<file path="config.mk">
export PLATFORM = sky130hd
export DESIGN_NAME = peak_pair_landmark_hasher_core
export DESIGN_NICKNAME = d
export VERILOG_FILES = /design/src/hdl/ppalh_pkg.sv /design/src/hdl/peak_pair_landmark_hasher_core.sv /design/src/hdl/ppalh_cell.sv /design/src/hdl/ppalh_hash.sv
export SDC_FILE = /design/constraint.sdc
export NUM_CORES = 2
export LEC_CHECK = 0
export ABC_CLOCK_PERIOD_IN_PS = 39900
export BUFFER_PORTS_ARGS = -buffer_cell sky130_fd_sc_hd__buf_2
export CAP_MARGIN = 20
export CORE_ASPECT_RATIO = 0.75
export CORE_UTILIZATION = 50
export CTS_CLUSTER_DIAMETER = 200
export DETAILED_ROUTE_END_ITERATION = 10
export GPL_ROUTABILITY_DRIVEN = 0
export PLACE_DENSITY = 0.71
export RECOVER_POWER = 25
export SETUP_SLACK_MARGIN = 0.05
export SYNTH_ARGS = -nofsm -noshare
export SYNTH_HDL_FRONTEND = slang
export SYNTH_SLANG_ARGS = --single-unit
</file>
<file path="constraint.sdc">
create_clock -name i_clk -period 39.9 [get_ports i_clk]
set_input_delay 7.98 -clock i_clk [delete_from_list [all_inputs] [get_ports i_clk]]
set_output_delay 7.98 -clock i_clk [all_outputs]
set_load 0.01 [all_outputs]
</file>
<file path="src/hdl/ppalh_pkg.sv">
package ppalh_pkg;

    localparam int FRAME_W    = 20;
    localparam int PEAK_BIN_W = 12;
    localparam int FAN_W      = 4;
    localparam int GAP_W      = 10;
    localparam int HASH_W     = 32;

    // Fingerprints allowed per peak, and a count wide enough to hold it
    localparam int MAX_RESULTS = 32;
    localparam int RES_CNT_W   = $clog2(MAX_RESULTS + 1);

    localparam logic [HASH_W-1:0] HASH_MUL = 32'd1000003;

    // Configuration register indexes
    localparam int CFG_IDX_W = 2;
    localparam logic [CFG_IDX_W-1:0] CFG_FAN_OUT = 2'd0;
    localparam logic [CFG_IDX_W-1:0] CFG_MIN_GAP = 2'd1;
    localparam logic [CFG_IDX_W-1:0] CFG_MAX_GAP = 2'd2;

    localparam logic [FAN_W-1:0] FAN_OUT_RST = 4'd5;
    localparam logic [GAP_W-1:0] MIN_GAP_RST = 10'd1;
    localparam logic [GAP_W-1:0] MAX_GAP_RST = 10'd64;

    // Control into one anchor cell
    typedef struct packed {
        logic shift;
        logic clear;
    } t_cell_ctrl;

endpackage

</file>
<file path="src/hdl/peak_pair_landmark_hasher_core.sv">
// Landmark hasher for spectral peaks.
// Input channel (i_peak_valid / o_peak_ready): one peak per transfer, with
// frame, bin and a start-of-signal flag; peaks must come in (frame, bin) order.
// Output channel (o_hash_valid / i_hash_ready): one fingerprint per transfer,
// with the hash, the anchor frame and a flag on the last one of each peak.
// Anchors live in a chain of ANCHOR_DEPTH cells, oldest at cell 0. A peak is
// handled by a scan, in which the chain rotates once and cell 0 is checked
// against the peak at every step, then by an insert step that drops the oldest
// anchor and shifts the peak in. Each fingerprint is held until the next one
// of its peak is found, the last one until the insert cycle so it can carry
// the flag; after its release it passes through the stage-1 register and the
// output register of the hash pipeline.
// When the receiver stalls, the hash pipeline fills and the scan holds; no
// fingerprint is lost. Peaks are taken only while no scan is running.
// Reset empties the chain and loads fan-out 5, gap range 1 to 64. Config
// writes (i_cfg_we, i_cfg_idx, i_cfg_data) take effect at once and must only
// happen while the block is idle.
module peak_pair_landmark_hasher_core
    import ppalh_pkg::*;
#(
    parameter int ANCHOR_DEPTH = 32,
    parameter int BIN_BITS     = 12
) (
    input  logic                  i_clk,
    input  logic                  i_rst_n,
    input  logic                  i_cfg_we,
    input  logic [CFG_IDX_W-1:0]  i_cfg_idx,
    input  logic [GAP_W-1:0]      i_cfg_data,
    input  logic                  i_peak_valid,
    output logic                  o_peak_ready,
    input  logic [FRAME_W-1:0]    i_peak_frame,
    input  logic [PEAK_BIN_W-1:0] i_peak_bin,
    input  logic                  i_start_of_signal,
    output logic                  o_hash_valid,
    input  logic                  i_hash_ready,
    output logic [HASH_W-1:0]     o_pair_hash,
    output logic [FRAME_W-1:0]    o_anchor_frame,
    output logic                  o_last_of_run
);

    localparam int SCAN_W = $clog2(ANCHOR_DEPTH);
    localparam logic [SCAN_W-1:0] SCAN_LAST = SCAN_W'(ANCHOR_DEPTH - 1);

    localparam logic [1:0] ST_IDLE   = 2'd0;
    localparam logic [1:0] ST_SCAN   = 2'd1;
    localparam logic [1:0] ST_INSERT = 2'd2;

    logic [1:0]           r_state;
    logic [SCAN_W-1:0]    r_scan_cnt;
    logic [RES_CNT_W-1:0] r_nres;
    logic [FAN_W-1:0]     r_fan_out;
    logic [GAP_W-1:0]     r_min_gap;
    logic [GAP_W-1:0]     r_max_gap;
    logic [FRAME_W-1:0]   r_pk_frame;
    logic [BIN_BITS-1:0]  r_pk_bin;
    logic                 r_pend_valid;
    logic [BIN_BITS-1:0]  r_pend_abin;
    logic [GAP_W-1:0]     r_pend_gap;
    logic [FRAME_W-1:0]   r_pend_frame;

    logic [FRAME_W-1:0]  w_frame [ANCHOR_DEPTH];
    logic [BIN_BITS-1:0] w_bin   [ANCHOR_DEPTH];
    logic [FAN_W-1:0]    w_cnt   [ANCHOR_DEPTH];
    logic                w_live  [ANCHOR_DEPTH];

    logic [PEAK_BIN_W+BIN_BITS-1:0] w_bin_wide;
    logic                w_in_acc;
    logic                w_s1_ready;
    logic                w_step;
    t_cell_ctrl          w_ctrl;
    logic [FRAME_W-1:0]  w_gap_full;
    logic                w_emit;
    logic                w_keep;
    logic [FAN_W-1:0]    w_cnt_inc;
    logic [FRAME_W-1:0]  w_tail_frame;
    logic [BIN_BITS-1:0] w_tail_bin;
    logic [FAN_W-1:0]    w_tail_cnt;
    logic                w_tail_live;
    logic                w_push;
    logic                w_push_last;

    assign o_peak_ready = (r_state == ST_IDLE);
    assign w_in_acc     = i_peak_valid && o_peak_ready;
    // Use the low BIN_BITS of the bin, zero-extend when the field is narrower
    assign w_bin_wide   = (PEAK_BIN_W + BIN_BITS)'(i_peak_bin);

    // The chain moves only when the hash pipeline can take a fingerprint
    assign w_step = ((r_state == ST_SCAN) || (r_state == ST_INSERT)) && w_s1_ready;
    assign w_ctrl.shift = w_step;
    assign w_ctrl.clear = w_in_acc && i_start_of_signal;

    // Judge the oldest anchor against the current peak
    assign w_gap_full = r_pk_frame - w_frame[0];
    assign w_cnt_inc  = w_cnt[0] + FAN_W'(1);

    always_comb begin
        w_emit = 1'b0;
        w_keep = w_live[0];
        priority if (!w_live[0]) begin
            w_keep = 1'b0;
        end else if (w_cnt[0] >= r_fan_out) begin
            w_keep = 1'b0;
        end else if (w_frame[0] > r_pk_frame) begin
            w_keep = 1'b1;
        end else if (w_gap_full > FRAME_W'(r_max_gap)) begin
            w_keep = 1'b0;
        end else if ((w_gap_full < FRAME_W'(r_min_gap))
                     || (r_nres >= RES_CNT_W'(MAX_RESULTS))) begin
            w_keep = 1'b1;
        end else begin
            w_emit = 1'b1;
            w_keep = (w_cnt_inc < r_fan_out);
        end
    end

    // Tail of the chain: rotated anchor while scanning, the new peak on insert
    always_comb begin
        if (r_state == ST_INSERT) begin
            w_tail_frame = r_pk_frame;
            w_tail_bin   = r_pk_bin;
            w_tail_cnt   = '0;
            w_tail_live  = 1'b1;
        end else begin
            w_tail_frame = w_frame[0];
            w_tail_bin   = w_bin[0];
            w_tail_cnt   = w_emit ? w_cnt_inc : w_cnt[0];
            w_tail_live  = w_keep;
        end
    end

    // Release the held fingerprint when a newer one arrives or the scan ends
    assign w_push = w_step && r_pend_valid && ((r_state == ST_INSERT) || w_emit);
    assign w_push_last = (r_state == ST_INSERT);

    genvar g;
    generate
        for (g = 0; g < ANCHOR_DEPTH; g++) begin : g_cell
            if (g == ANCHOR_DEPTH - 1) begin : g_tail
                ppalh_cell #(
                    .BIN_BITS (BIN_BITS)
                ) u_cell (
                    .i_clk   (i_clk),
                    .i_rst_n (i_rst_n),
                    .i_ctrl  (w_ctrl),
                    .i_frame (w_tail_frame),
                    .i_bin   (w_tail_bin),
                    .i_cnt   (w_tail_cnt),
                    .i_live  (w_tail_live),
                    .o_frame (w_frame[g]),
                    .o_bin   (w_bin[g]),
                    .o_cnt   (w_cnt[g]),
                    .o_live  (w_live[g])
                );
            end else begin : g_body
                ppalh_cell #(
                    .BIN_BITS (BIN_BITS)
                ) u_cell (
                    .i_clk   (i_clk),
                    .i_rst_n (i_rst_n),
                    .i_ctrl  (w_ctrl),
                    .i_frame (w_frame[g+1]),
                    .i_bin   (w_bin[g+1]),
                    .i_cnt   (w_cnt[g+1]),
                    .i_live  (w_live[g+1]),
                    .o_frame (w_frame[g]),
                    .o_bin   (w_bin[g]),
                    .o_cnt   (w_cnt[g]),
                    .o_live  (w_live[g])
                );
            end
        end
    endgenerate

    ppalh_hash #(
        .BIN_BITS (BIN_BITS)
    ) u_hash (
        .i_clk   (i_clk),
        .i_rst_n (i_rst_n),
        .i_push  (w_push),
        .i_abin  (r_pend_abin),
        .i_tbin  (r_pk_bin),
        .i_gap   (r_pend_gap),
        .i_frame (r_pend_frame),
        .i_last  (w_push_last),
        .o_ready (w_s1_ready),
        .o_valid (o_hash_valid),
        .i_ready (i_hash_ready),
        .o_hash  (o_pair_hash),
        .o_frame (o_anchor_frame),
        .o_last  (o_last_of_run)
    );

    // Control: sequencer, result count, held-fingerprint flag, registers
    always_ff @(posedge i_clk) begin
        if (!i_rst_n) begin
            r_state      <= ST_IDLE;
            r_scan_cnt   <= '0;
            r_nres       <= '0;
            r_pend_valid <= 1'b0;
            r_fan_out    <= FAN_OUT_RST;
            r_min_gap    <= MIN_GAP_RST;
            r_max_gap    <= MAX_GAP_RST;
        end else begin
            if (i_cfg_we) begin
                unique case (i_cfg_idx)
                    CFG_FAN_OUT: r_fan_out <= i_cfg_data[FAN_W-1:0];
                    CFG_MIN_GAP: r_min_gap <= i_cfg_data;
                    CFG_MAX_GAP: r_max_gap <= i_cfg_data;
                    default: ;
                endcase
            end
            unique case (r_state)
                ST_IDLE: begin
                    if (w_in_acc) begin
                        r_state    <= ST_SCAN;
                        r_scan_cnt <= '0;
                        r_nres     <= '0;
                    end
                end
                ST_SCAN: begin
                    if (w_step) begin
                        if (w_emit) begin
                            r_pend_valid <= 1'b1;
                            r_nres       <= r_nres + RES_CNT_W'(1);
                        end
                        if (r_scan_cnt == SCAN_LAST) begin
                            r_state <= ST_INSERT;
                        end else begin
                            r_scan_cnt <= r_scan_cnt + SCAN_W'(1);
                        end
                    end
                end
                ST_INSERT: begin
                    if (w_step) begin
                        r_pend_valid <= 1'b0;
                        r_state      <= ST_IDLE;
                    end
                end
                default: begin
                    r_state <= ST_IDLE;
                end
            endcase
        end
    end

    // Hold the accepted peak and the newest candidate fingerprint
    always_ff @(posedge i_clk) begin
        if (w_in_acc) begin
            r_pk_frame <= i_peak_frame;
            r_pk_bin   <= w_bin_wide[BIN_BITS-1:0];
        end
        if ((r_state == ST_SCAN) && w_step && w_emit) begin
            r_pend_abin  <= w_bin[0];
            r_pend_gap   <= w_gap_full[GAP_W-1:0];
            r_pend_frame <= w_frame[0];
        end
    end

endmodule

</file>
<file path="src/hdl/ppalh_cell.sv">
module ppalh_cell
    import ppalh_pkg::*;
#(
    parameter int BIN_BITS = 12
) (
    input  logic                i_clk,
    input  logic                i_rst_n,
    input  t_cell_ctrl          i_ctrl,
    input  logic [FRAME_W-1:0]  i_frame,
    input  logic [BIN_BITS-1:0] i_bin,
    input  logic [FAN_W-1:0]    i_cnt,
    input  logic                i_live,
    output logic [FRAME_W-1:0]  o_frame,
    output logic [BIN_BITS-1:0] o_bin,
    output logic [FAN_W-1:0]    o_cnt,
    output logic                o_live
);

    logic [FRAME_W-1:0]  r_frame;
    logic [BIN_BITS-1:0] r_bin;
    logic [FAN_W-1:0]    r_cnt;
    logic                r_live;

    // Live flag: cleared by reset and start of signal, else loaded from its input on a shift
    always_ff @(posedge i_clk) begin
        if (!i_rst_n) begin
            r_live <= 1'b0;
        end else begin
            priority if (i_ctrl.clear) begin
                r_live <= 1'b0;
            end else if (i_ctrl.shift) begin
                r_live <= i_live;
            end else begin
                r_live <= r_live;
            end
        end
    end

    always_ff @(posedge i_clk) begin
        if (i_ctrl.shift) begin
            r_frame <= i_frame;
            r_bin   <= i_bin;
            r_cnt   <= i_cnt;
        end
    end

    assign o_frame = r_frame;
    assign o_bin   = r_bin;
    assign o_cnt   = r_cnt;
    assign o_live  = r_live;

endmodule

</file>
<file path="src/hdl/ppalh_hash.sv">
module ppalh_hash
    import ppalh_pkg::*;
#(
    parameter int BIN_BITS = 12
) (
    input  logic                i_clk,
    input  logic                i_rst_n,
    input  logic                i_push,
    input  logic [BIN_BITS-1:0] i_abin,
    input  logic [BIN_BITS-1:0] i_tbin,
    input  logic [GAP_W-1:0]    i_gap,
    input  logic [FRAME_W-1:0]  i_frame,
    input  logic                i_last,
    output logic                o_ready,
    output logic                o_valid,
    input  logic                i_ready,
    output logic [HASH_W-1:0]   o_hash,
    output logic [FRAME_W-1:0]  o_frame,
    output logic                o_last
);

    logic                r_s1_valid;
    logic [HASH_W-1:0]   r_s1_h1;
    logic [GAP_W-1:0]    r_s1_gap;
    logic [FRAME_W-1:0]  r_s1_frame;
    logic                r_s1_last;
    logic                r_o_valid;
    logic [HASH_W-1:0]   r_o_hash;
    logic [FRAME_W-1:0]  r_o_frame;
    logic                r_o_last;
    logic                w_out_ready;
    logic                w_s1_ready;
    logic [HASH_W-1:0]   n_s1_h1;
    logic [HASH_W-1:0]   n_o_hash;

    assign w_out_ready = !r_o_valid || i_ready;
    assign w_s1_ready  = !r_s1_valid || w_out_ready;

    // First round: anchor bin times the multiplier plus target bin
    assign n_s1_h1  = HASH_W'(i_abin) * HASH_MUL + HASH_W'(i_tbin);
    // Second round: fold in the frame gap
    assign n_o_hash = r_s1_h1 * HASH_MUL + HASH_W'(r_s1_gap);

    always_ff @(posedge i_clk) begin
        if (!i_rst_n) begin
            r_s1_valid <= 1'b0;
            r_o_valid  <= 1'b0;
        end else begin
            if (w_s1_ready) begin
                r_s1_valid <= i_push;
            end
            if (w_out_ready) begin
                r_o_valid <= r_s1_valid;
            end
        end
    end

    always_ff @(posedge i_clk) begin
        if (w_s1_ready && i_push) begin
            r_s1_h1    <= n_s1_h1;
            r_s1_gap   <= i_gap;
            r_s1_frame <= i_frame;
            r_s1_last  <= i_last;
        end
        if (w_out_ready && r_s1_valid) begin
            r_o_hash  <= n_o_hash;
            r_o_frame <= r_s1_frame;
            r_o_last  <= r_s1_last;
        end
    end

    assign o_ready = w_s1_ready;
    assign o_valid = r_o_valid;
    assign o_hash  = r_o_hash;
    assign o_frame = r_o_frame;
    assign o_last  = r_o_last;

endmodule

</file>
==> impl_metrics.ini <==
[clocking]
cts_sinks = 1414
cts-resized-gates = 0
cts_buffers = 131
cts_tree = yes
ctsHoldBuffers = 0
clock-root-buffer = clkbuf_16
clk_pin_slew_ns = 0.06
worstSkewPairLatency_ns = 0.76
clk_path_buf_depth = 3
h-tree-depth = 4
cts_setup_buffers = 0

[placement]
pre_cts_slack_ns = 26.37
io_buffer_count = 104
dp_hpwl_um = 56600
place_inst = 4610

[synthesis]
ys.flop_type = edfxtp_1
ys_top_cells_by_count = edfxtp_1 (1342), inv_1 (371), ha_1 (337)
synthCells = 3072
synth.area.top_cells = edfxtp_1 (73%), ha_1 (7.6%), fa_1 (6.2%)
synth_async_sr_flop_share = 0
ys_seq_area_frac = 0.752
syn_nets = 3632
ys_warn_count = 0
synth_area_um2 = 55500
ys_types = 69
synth.avg_cell_area_um2 = 18.1
synth_edf_count = 1342
synth_top_cell_area_share = 0.726
yosysMostFrequentCell = edfxtp_1
synth_area_leader_cell = edfxtp_1
ys_seq_elements = 1414

[grt]
grt_pass1_vias = 24100
antenna_found_initial = 7
grt_overflow = 0
grt_pass1_wl_um = 138000
gr-usage-all-layers = 0.162
grt_max_degree = 219

[hold_path]
min_path_type = reg -> reg

[setup_path]
cp_data_arrival_time_ns = 13.08
cp-end-kind = flop
critical_path_required_ns = 40.27
crit_type = in -> reg
cp-start-kind = input port
crit_fanout = 218

[timing]
fin_crit_sh = 0.319
setup_tns_ns = 0
slew_viol_final = 0
finalHoldViolCount = 0
worst_slack_ns = 27.19
period_needed_ns = 12.71
skew_ns = 0.0444
slew_headroom = 0.259
worstMarginPinSlew_ns = 1.11
setup_viol_count_final = 0
max_freq_ghz = 0.0787
rsz0062_at_grt = false

[layout]
syn_to_final_growth_pct = 12.5
fin_cells = 4850
drive_gt1_frac = 0.103
fillers = 8067
fin_nets = 3861

[floorplan]
die_x_um = 387
rows = 105
io-pin-count = 105
start_util = 0.506
dieArea_um2 = 112000
coreArea_um2 = 110000
die_h_um = 291

[pwr]
max-vdd-ir-drop_mv = 0.0612
power_leakage_nw = 23.0
p_per_area_nw_per_um2 = 63.4

[drt]
drt-initial-drc-count = 1772
wl_um = 89000
route.detailed.drc = 0
vias = 24500
vias_per_cell = 5.05
wire_per_inst_um = 18.3
antenna_left = 0
drt_pass1_iterations = 5

[job]
cap_violations = 0

[status]
outcome = completed
per-stage QoR:
stage | utilization | total power [W] | hold WS (ns) | instance area, um2
floorplan | - | 0.00287 | 0.400 | 55500
global placement | 0.528 | 0.00269 | 0.400 | 57900
detailed placement | 0.528 | 0.00271 | 0.405 | 57900
CTS | 0.569 | 0.00400 | 0.396 | 62400
global route | 0.569 | 0.00413 | 0.401 | 62400
finish | 0.569 | 0.00395 | 0.397 | 62400
critical path, stage by stage:
cell and delay [ns]:
buf_2 0.08, nor2b_1 0.07, nand2_1 0.10, nand2_1 0.05
buf_4 0.26, inv_8 0.64, buf_4 0.82, buf_12 0.82
buf_4 0.93, buf_4 0.93
cells by family after synthesis:
| logic type | count (synthesis) | share of synthesized area |
|---|---|---|
| buf+inv | 398 | 0.0271 |
| compound gates | 299 | 0.0331 |
| flops | 1414 | 0.752 |
| simple gates | 325 | 0.0282 |
| xor+xnor | 88 | 0.0139 |
| mux | 38 | 0.00715 |
| fa+ha+maj | 510 | 0.138 |
path summary, 6_finish.rpt:
path                            cells after the start                                 to                              start  slack [ns]
worst max-delay path                               10  g_cell[30].g_body.u_cell.o_bin[6]                       i_hash_ready       27.19
worst min-delay path                                0  g_cell[19].g_body.u_cell.o_cnt[0]  g_cell[20].g_body.u_cell.o_cnt[0]        0.40
worst max register to register                     22                  u_hash.o_hash[31]                  u_hash.r_s1_h1[1]       32.95
worst min register to register                      0  g_cell[19].g_body.u_cell.o_cnt[0]  g_cell[20].g_body.u_cell.o_cnt[0]        0.40
area by class of cell:
type | count | area, um2 | area share
inverters | 372 | 1410 | 0.0225
flip-flops and latches | 1414 | 41700 | 0.669
clock buffers | 158 | 3410 | 0.0547
well taps | 1444 | 1810 | 0.0289
repair buffers | 122 | 713 | 0.0114
clock inverters | 79 | 1070 | 0.0171
multi-input cells | 1260 | 12300 | 0.197
diodes | 1 | 2.50 | 0.0000401
flip-flops by register name, indices dropped and copies added (netlist names), 31 cells and up:
| register | cells |
|---|---|
| g_cell.g_body.u_cell.o_frame | 620 |
| g_cell.g_body.u_cell.o_live | 31 |
| u_hash.r_s1_h1 | 32 |
| g_cell.g_body.u_cell.o_bin | 372 |
| u_hash.o_hash | 32 |
| g_cell.g_body.u_cell.o_cnt | 124 |
placed cells by master, fill, tap and decap left out, types with 14 or more instances in the layout:
cell       instances
o21ai_0           73
nor2b_1           36
nand3_1           17
inv_1            369
o21a_1            17
ha_1             336
mux2i_1           25
clkinv_2          14
xor2_1            17
nor3_1            22
nand2_1          126
clkbuf_1          23
dfxtp_1           72
clkbuf_16        131
a21o_1            18
buf_2            104
fa_1             173
edfxtp_1        1342
buf_4             14
a21oi_1          100
clkinv_1          22
xnor2_1           71
nand2b_1          14
nor2_1            60
report_power, final:
group	internal (W)	switching (W)	leakage [nW]
Clock	0.000713	0.000554	2.14
Sequential	0.00217	0.000108	13.0
Combinational	0.0000939	0.000314	7.85
Total	0.00298	0.000976	23.0
metal layers:
metal  vias to the layer above  GRT usage  part of all wire
met1                     12100      0.253              0.50
met5                         -          0           0.00015
met4                         2     0.0535             0.022
li1                      11600          -                 -
met3                       131     0.0356             0.057
met2                       568      0.226              0.42
Note: power is estimated with default switching activity, not from simulation.
